File: src/sv/riscv_trap_entry_unit_core_macros.svh
// ----------------------------------------------------------------------------
// Trap entry unit assertion macros
// Shared concurrent assertion forms for the trap entry unit.
// ----------------------------------------------------------------------------
`ifndef RISCV_TRAP_ENTRY_UNIT_CORE_MACROS_SVH
`define RISCV_TRAP_ENTRY_UNIT_CORE_MACROS_SVH

// Same-cycle implication, checked only out of reset.
`define RTE_ASSERT_NOW(label, clk, rst_n, ante, cons) \
    label: assert property (@(posedge clk) disable iff (!(rst_n)) (ante) |-> (cons)) \
        else $error("trap entry unit check failed");

// Next-cycle implication, checked only out of reset.
`define RTE_ASSERT_NEXT(label, clk, rst_n, ante, cons) \
    label: assert property (@(posedge clk) disable iff (!(rst_n)) (ante) |=> (cons)) \
        else $error("trap entry unit check failed");

`endif

File: src/sv/rte_pkg.sv
// ----------------------------------------------------------------------------
// Trap entry unit package
// Types, codes and field layout shared by the trap entry unit modules.
// ----------------------------------------------------------------------------
package rte_pkg;

    typedef enum logic [1:0] {
        FUNC_TRAP  = 2'd0,
        FUNC_QUERY = 2'd1,
        FUNC_LOAD  = 2'd2,
        FUNC_NOP   = 2'd3
    } t_func;

    typedef enum logic [2:0] {
        CFG_MACHINE_VECTOR = 3'd0,
        CFG_SUPER_VECTOR   = 3'd1,
        CFG_IRQ_DELEG      = 3'd2,
        CFG_EXC_DELEG      = 3'd3,
        CFG_IRQ_ENABLES    = 3'd4
    } t_cfg_idx;

    localparam logic [1:0] PRIV_S = 2'd1;
    localparam logic [1:0] PRIV_M = 2'd3;

    localparam int ST_SIE  = 1;
    localparam int ST_MIE  = 3;
    localparam int ST_SPIE = 5;
    localparam int ST_MPIE = 7;
    localparam int ST_SPP  = 8;
    localparam int ST_MPP  = 11;

    localparam int IRQ_SSOFT = 1;
    localparam int IRQ_MTIP  = 7;
    localparam int IRQ_SEXT  = 9;

    localparam logic [31:0] CAUSE_S_SOFT = 32'h8000_0001;
    localparam logic [31:0] CAUSE_TIMER  = 32'h8000_0007;
    localparam logic [31:0] CAUSE_S_EXT  = 32'h8000_0009;

    localparam int IN_W  = 168;
    localparam int OUT_W = 104;

    // input tdata layout
    localparam int IN_CAUSE = 0;
    localparam int IN_PC    = 32;
    localparam int IN_TVAL  = 64;
    localparam int IN_PEND  = 96;
    localparam int IN_TREQ  = 128;
    localparam int IN_NSTAT = 129;
    localparam int IN_NPRIV = 161;

    typedef struct packed {
        logic [31:0] machine_vector;
        logic [31:0] super_vector;
        logic [31:0] irq_deleg;
        logic [31:0] exc_deleg;
        logic [31:0] irq_enables;
    } t_cfg;

    typedef struct packed {
        logic [31:0] status;
        logic [1:0]  priv;
        logic        timer_latch;
    } t_csr_state;

    typedef struct packed {
        logic [31:0] trap_cause;
        logic [31:0] fault_pc;
        logic [31:0] fault_value;
        logic [31:0] pending_lines;
        logic        timer_request;
        logic [31:0] new_status;
        logic [1:0]  new_privilege;
    } t_in_item;

    typedef struct packed {
        logic [1:0]  privilege_now;
        logic [31:0] status_now;
        logic [31:0] irq_cause;
        logic        irq_found;
        logic        to_supervisor;
        logic [31:0] handler_pc;
    } t_result;

    typedef struct packed {
        logic [31:0] cause;
        logic [31:0] return_pc;
        logic [31:0] trap_value;
    } t_trap_save;

endpackage

File: src/sv/rte_trap_logic.sv
// ----------------------------------------------------------------------------
// Trap entry next-state logic
// Computes the next CSR state and the result word for one transaction.
// ----------------------------------------------------------------------------
module rte_trap_logic
    import rte_pkg::*;
(
    input  t_cfg       i_cfg,
    input  t_csr_state i_state,
    input  t_func      i_func,
    input  t_in_item   i_item,
    output t_csr_state o_state,
    output t_result    o_result,
    output logic       o_save_m,
    output logic       o_save_s
);

    logic [31:0] cause_mask;
    logic        deleg;
    logic [31:0] act;
    logic        mie;
    logic        sie;
    logic        latch_set;
    logic [31:0] st_s;
    logic [31:0] st_m;

    assign cause_mask = i_item.trap_cause[31] ? i_cfg.irq_deleg : i_cfg.exc_deleg;
    assign deleg      = cause_mask[i_item.trap_cause[4:0]] && (i_state.priv != PRIV_M);
    assign act        = i_item.pending_lines & i_cfg.irq_enables;
    assign mie        = i_state.status[ST_MIE];
    assign sie        = i_state.status[ST_SIE];
    assign latch_set  = i_state.timer_latch | i_item.timer_request;

    always_comb begin
        st_s          = i_state.status;
        st_s[ST_SPIE] = i_state.status[ST_SIE];
        st_s[ST_SIE]  = 1'b0;
        st_s[ST_SPP]  = (i_state.priv == PRIV_S);
        st_m          = i_state.status;
        st_m[ST_MPIE] = i_state.status[ST_MIE];
        st_m[ST_MIE]  = 1'b0;
        st_m[ST_MPP+1:ST_MPP] = i_state.priv;
    end

    always_comb begin
        o_state             = i_state;
        o_state.timer_latch = latch_set;
        o_result            = '0;
        o_save_m            = 1'b0;
        o_save_s            = 1'b0;
        case (i_func)
            FUNC_TRAP: begin
                if (deleg) begin
                    o_state.status         = st_s;
                    o_state.priv           = PRIV_S;
                    o_result.handler_pc    = i_cfg.super_vector;
                    o_result.to_supervisor = 1'b1;
                    o_save_s               = 1'b1;
                end else begin
                    o_state.status      = st_m;
                    o_state.priv        = PRIV_M;
                    o_result.handler_pc = i_cfg.machine_vector;
                    o_save_m            = 1'b1;
                end
            end
            FUNC_QUERY: begin
                if (act[IRQ_MTIP] && mie) begin
                    o_result.irq_cause = CAUSE_TIMER;
                end else if (latch_set && mie) begin
                    o_state.timer_latch = 1'b0;
                    o_result.irq_cause  = CAUSE_TIMER;
                end else if (act[IRQ_SSOFT] && sie) begin
                    o_result.irq_cause = CAUSE_S_SOFT;
                end else if (act[IRQ_SEXT] && sie) begin
                    o_result.irq_cause = CAUSE_S_EXT;
                end
                o_result.irq_found = (o_result.irq_cause != '0);
            end
            FUNC_LOAD: begin
                o_state.status = i_item.new_status;
                o_state.priv   = i_item.new_privilege;
            end
            default: begin
            end
        endcase
        o_result.status_now    = o_state.status;
        o_result.privilege_now = o_state.priv;
    end

endmodule

File: src/sv/riscv_trap_entry_unit_core.sv
// ----------------------------------------------------------------------------
// RV32 trap entry unit with supervisor delegation
// The result is registered when the input transaction is accepted.
// Throughput: one transaction per cycle unless the skid entry is full; the CSR
//   update is one pass of mask/mux logic from the CSRs to the result register.
// A two-entry output buffer keeps input acceptance going while a result waits.
// Reset (synchronous, active low): status 0, privilege M, timer latch clear,
//   configuration registers 0, output buffer empty.
// ----------------------------------------------------------------------------
module riscv_trap_entry_unit_core
    import rte_pkg::*;
(
    input  logic             i_clk,
    input  logic             i_rst_n,
    input  logic             s_tvalid,
    output logic             s_tready,
    // [31:0] trap_cause, [63:32] fault_pc, [95:64] fault_value,
    // [127:96] pending_lines, [128] timer_request, [160:129] new_status,
    // [162:161] new_privilege, [167:163] zero
    input  logic [IN_W-1:0]  s_tdata,
    // [1:0] func
    input  logic [1:0]       s_tuser,
    output logic             m_tvalid,
    input  logic             m_tready,
    // [31:0] handler_pc, [32] to_supervisor, [33] irq_found,
    // [65:34] irq_cause, [97:66] status_now, [99:98] privilege_now, [103:100] zero
    output logic [OUT_W-1:0] m_tdata,
    input  logic             i_cfg_valid,
    output logic             o_cfg_ready,
    input  logic [2:0]       i_cfg_index,
    input  logic [31:0]      i_cfg_data
);

    t_cfg        r_cfg;
    t_csr_state  r_state;
    t_csr_state  n_state;
    t_trap_save  r_save_m;
    t_trap_save  r_save_s;
    t_in_item    item;
    t_result     result;
    t_result     r_out;
    t_result     r_skid;
    logic        r_out_valid;
    logic        r_skid_valid;
    logic        save_m;
    logic        save_s;
    logic        accept;
    logic        take;

    assign o_cfg_ready = 1'b1;
    assign s_tready    = !r_skid_valid;
    assign accept      = s_tvalid && s_tready;
    assign take        = r_out_valid && m_tready;

    assign item.trap_cause    = s_tdata[IN_CAUSE +: 32];
    assign item.fault_pc      = s_tdata[IN_PC +: 32];
    assign item.fault_value   = s_tdata[IN_TVAL +: 32];
    assign item.pending_lines = s_tdata[IN_PEND +: 32];
    assign item.timer_request = s_tdata[IN_TREQ];
    assign item.new_status    = s_tdata[IN_NSTAT +: 32];
    assign item.new_privilege = s_tdata[IN_NPRIV +: 2];

    rte_trap_logic u_trap_logic (
        .i_cfg    (r_cfg),
        .i_state  (r_state),
        .i_func   (t_func'(s_tuser)),
        .i_item   (item),
        .o_state  (n_state),
        .o_result (result),
        .o_save_m (save_m),
        .o_save_s (save_s)
    );

    always_ff @(posedge i_clk) begin
        if (!i_rst_n) begin
            r_cfg <= '0;
        end else if (i_cfg_valid) begin
            case (t_cfg_idx'(i_cfg_index))
                CFG_MACHINE_VECTOR: r_cfg.machine_vector <= i_cfg_data;
                CFG_SUPER_VECTOR:   r_cfg.super_vector   <= i_cfg_data;
                CFG_IRQ_DELEG:      r_cfg.irq_deleg      <= i_cfg_data;
                CFG_EXC_DELEG:      r_cfg.exc_deleg      <= i_cfg_data;
                CFG_IRQ_ENABLES:    r_cfg.irq_enables    <= i_cfg_data;
                default: begin
                end
            endcase
        end
    end

    always_ff @(posedge i_clk) begin
        if (!i_rst_n) begin
            r_state.status      <= '0;
            r_state.priv        <= PRIV_M;
            r_state.timer_latch <= 1'b0;
            r_save_m            <= '0;
            r_save_s            <= '0;
        end else if (accept) begin
            r_state <= n_state;
            if (save_m) begin
                r_save_m <= '{item.trap_cause, item.fault_pc, item.fault_value};
            end
            if (save_s) begin
                r_save_s <= '{item.trap_cause, item.fault_pc, item.fault_value};
            end
        end
    end

    always_ff @(posedge i_clk) begin
        if (!i_rst_n) begin
            r_out_valid  <= 1'b0;
            r_skid_valid <= 1'b0;
        end else if (take) begin
            if (r_skid_valid) begin
                r_skid_valid <= 1'b0;
            end else begin
                r_out_valid <= accept;
            end
        end else if (accept) begin
            if (r_out_valid) begin
                r_skid_valid <= 1'b1;
            end else begin
                r_out_valid <= 1'b1;
            end
        end
    end

    always_ff @(posedge i_clk) begin
        if (take && r_skid_valid) begin
            r_out <= r_skid;
        end else if (accept && (take || !r_out_valid)) begin
            r_out <= result;
        end
        if (accept && r_out_valid && !take) begin
            r_skid <= result;
        end
    end

    assign m_tvalid = r_out_valid;
    assign m_tdata  = {{(OUT_W - $bits(t_result)){1'b0}}, r_out};

    // saved cause, return PC and trap value have no read port; this XOR keeps them in use
    logic unused_save;
    assign unused_save = ^{r_save_m, r_save_s};

    `include "riscv_trap_entry_unit_core_macros.svh"

    `RTE_ASSERT_NOW(a_skid_behind_out, i_clk, i_rst_n, r_skid_valid, r_out_valid)
    `RTE_ASSERT_NEXT(a_load_priv, i_clk, i_rst_n, accept && (s_tuser == FUNC_LOAD),
        r_state.priv == $past(s_tdata[IN_NPRIV +: 2]))
    `RTE_ASSERT_NEXT(a_trap_priv, i_clk, i_rst_n, accept && (s_tuser == FUNC_TRAP),
        (r_state.priv == PRIV_M) || (r_state.priv == PRIV_S))
    `RTE_ASSERT_NEXT(a_timer_latch, i_clk, i_rst_n,
        accept && s_tdata[IN_TREQ] && (s_tuser != FUNC_QUERY), r_state.timer_latch)

endmodule
File: config.mk
export PLATFORM = sky130hd
export DESIGN_NAME = riscv_trap_entry_unit_core
export DESIGN_NICKNAME = d
export VERILOG_FILES = /design/src/sv/rte_pkg.sv /design/src/sv/rte_trap_logic.sv /design/src/sv/riscv_trap_entry_unit_core.sv
export VERILOG_INCLUDE_DIRS = /design/src /design/src/sv
export SDC_FILE = /design/constraint.sdc
export NUM_CORES = 1
export LEC_CHECK = 0
export ABC_CLOCK_PERIOD_IN_PS = 7900
export BUFFER_PORTS_ARGS = -buffer_cell sky130_fd_sc_hd__buf_2
export CAP_MARGIN = 30
export CORE_MARGIN = 2
export CORE_UTILIZATION = 41
export DETAILED_ROUTE_END_ITERATION = 8
export PLACE_DENSITY = 0.71
export SLEW_MARGIN = 20
export SYNTH_ARGS = -nofsm -noshare
export SYNTH_HDL_FRONTEND = slang
export SYNTH_HIERARCHICAL = 1
export SYNTH_SLANG_ARGS = --single-unit
File: constraint.sdc
create_clock -name i_clk -period 7.9 [get_ports i_clk]
set_clock_uncertainty 0.2 [all_clocks]
set_input_delay 1.185 -clock i_clk [delete_from_list [all_inputs] [get_ports i_clk]]
set_output_delay 1.185 -clock i_clk [all_outputs]
set_load 0.005 [all_outputs]
==> out/metrics.csv <==
stage,metric,value,unit
sta,min_period,4050,ps
worst_setup_path,cp.required,7980,ps
placement,placed_cells,1793,
worst_setup_path,path_cells,buf_2 -> mux4_2 -> o22ai_2 -> a311oi_2 -> o32ai_4 -> nand3b_1 -> nor2_2 -> buf_4 -> a22o_1 -> mux2_2,
clock_tree,clk_latency,540,ps
worst_setup_path,cp.arrival,4130,ps
placement,dpl.hpwl,20100,um
cells_and_area,ff_latch_area,9370,um^2
cells_and_area,syn2layout_area_growth,14.6,%
global_routing,antenna_found_initial,5,
clock_tree,cts_tree,yes,
drt,drtIter0Drc,623,
pwr,vdd.ir_drop.worst,0.000198,V
synthesis,yosysWarningCount,6,
sta,worst_pin_slew,908,ps
sta,slew_violations,0,
die,io_pins,317,
die,rows,70,
worst_setup_path,worstSetupPathType,in -> reg,
worst_setup_path,crit_path_start_kind,primary input,
worst_setup_path,crit_end,m_tdata[17],
min_path,hold_path_class,reg -> reg,
global_routing,grt_max_degree,118,
placement,portBuffers,187,
cells_and_area,final_nets,1579,
worst_setup_path,r2r_end,m_tdata[17],
pwr,cellLeakagePower,0.00658,uW
drt,drc,0,
clock_tree,path_clk_slew,60,ps
placement,routabilityCongestion,0.774,
drt,wl_per_cell,17.3,um
clock_tree,cts_resized,0,
die,core,36500,um^2
sta,hold_viol,0,
sta,slew_headroom,39.5,%
sta,tns,0,ps
cells_and_area,nFillCells,3233,
placement,dpl_cell_area,16000,um^2
clock_tree,cts_buffers,40,
clock_tree,clock_tree.root_cell,clkbuf_16,
sta,setup_viol,0,
global_routing,grt_pass1_vias,9338,
placement,preCtsSetupSlack,3240,ps
cells_and_area,layout-drive-gt1-share,30.8,%
synthesis,syn_area_per_cell,12.1,um^2
drt,firstDrtPassIters,5,
clock_tree,cts_sinks,368,
synthesis,synth_area,15200,um^2
drt,drtAntennaViolNets,0,
status,outcome,completed,
die,start_util,41.6,%
cells_and_area,stdcell_count,1872,
cells_and_area,multiInputGateArea,4950,um^2
die,die_h,196,um
die,die_w,196,um
global_routing,track_usage,16.8,%
clock_tree,htreeDepth,2,
run,maxCapViolCount,0,
pwr,p_per_area,248,nW/um^2
worst_setup_path,cp-end-kind,flip-flop,
sta,worst_slack,3850,ps
worst_setup_path,ff2ff_path_depth,9,
clock_tree,clock_tree.buffer_depth,3,
sta,rsz0062_at_grt,false,
drt,via_per_inst,5.13,
sta,maxClockFrequency,247,MHz
cells_and_area,design_area,17400,um^2
worst_setup_path,rrSetupSlack,4750,ps
global_routing,grt_overflow,0,
worst_setup_path,crit_path_top_delay_cell,mux4_2,
sta,final.period_utilization,51.2,%
worst_setup_path,r2r-start,r_cfg[87],
worst_setup_path,slowest_delay,580,ps
worst_setup_path,startpoint,s_tdata[0],
die,fp.dieArea,38600,um^2
drt,routed_wl,32400,um
worst_setup_path,crit_fanout,34,
clock_tree,cts_setup_buffers,0,
global_routing,grt_pass1_wl,51100,um
sta,hold-worst-slack,264,ps
drt,route.vias.total,9610,
clock_tree,cts_hold_buf,0,
synthesis,syn-instance-count,1258,
==> registers in the layout, indices dropped and copies added, names as in the netlist <==
signal,count
r_skid_valid,1
m_tvalid,1
m_tdata,100
r_state,35
r_cfg,131
r_skid,100
==> worst min path at each step <==
stage	from	to	slack, ps	depth (start not counted)
2_1_floorplan	r_cfg[1]	r_cfg[1]	240	2
3_3_place_gp	r_cfg[39]	r_cfg[39]	250	2
3_5_place_dp	r_cfg[81]	r_cfg[81]	260	2
4_1_cts	r_state[26]	r_state[26]	270	2
5_1_grt	r_state[16]	r_state[16]	280	2
6_report	r_state[26]	r_state[26]	260	2
==> cell usage in the layout (no fill, tap or decap), drive strengths merged, types with 5 or more instances in the layout <==
cell type and instances:
a21boi 34, a21oi 5, a22o 34, buf 202, clkbuf 54, clkinv 13, conb 32, dfxtp 168
diode 5, edfxtp 200, inv 5, mux2 101, mux2i 5, mux4 15, nand2 189, nand2b 6
nand3 137, nand3b 5, nor2 13, nor4 6, o21ai 137, o22ai 5
==> layout make-up <==
class / count / share of cell area, %
sequential: 368 / 53.8
multi-input combinational: 752 / 28.5
clock buffer: 54 / 6.70
timing repair buffer: 202 / 6.36
tap: 468 / 3.37
clock inverter: 18 / 1.07
inverter: 5 / 0.108
antenna: 5 / 0.0719
==> routing by layer <==
layer	global-route usage, %	up-vias	wire length [um]
li1	-	4688	-
met1	22.3	4637	14600
met2	27.3	235	15200
met3	4.06	46	2050
met4	5.30	4	559
met5	0	-	23
==> power breakdown <==
part           switching, uW  leakage, uW  total (uW)  internal [uW]
clock                    739     0.000663        1900           1160
combinational            174      0.00270         279            105
sequential              29.1      0.00321        2130           2100
total                    942      0.00658        4310           3370
==> per-stage QoR <==
step,utilization [%],power [uW]
3_3_place_gp,43.7,2440
2_1_floorplan,-,2370
6_report,47.6,4310
3_5_place_dp,43.8,2450
5_1_grt,47.6,4480
4_1_cts,47.5,4370
==> worst max-delay path, delay by kind of cell <==
family / cells / cell delay (ps)
and+or+nand+nor: 2 / 320
AOI/OAI and AO/OA: 4 / 1040
muxes: 2 / 860
buffers and inverters: 2 / 690
(Power assumes the default switching activity.)
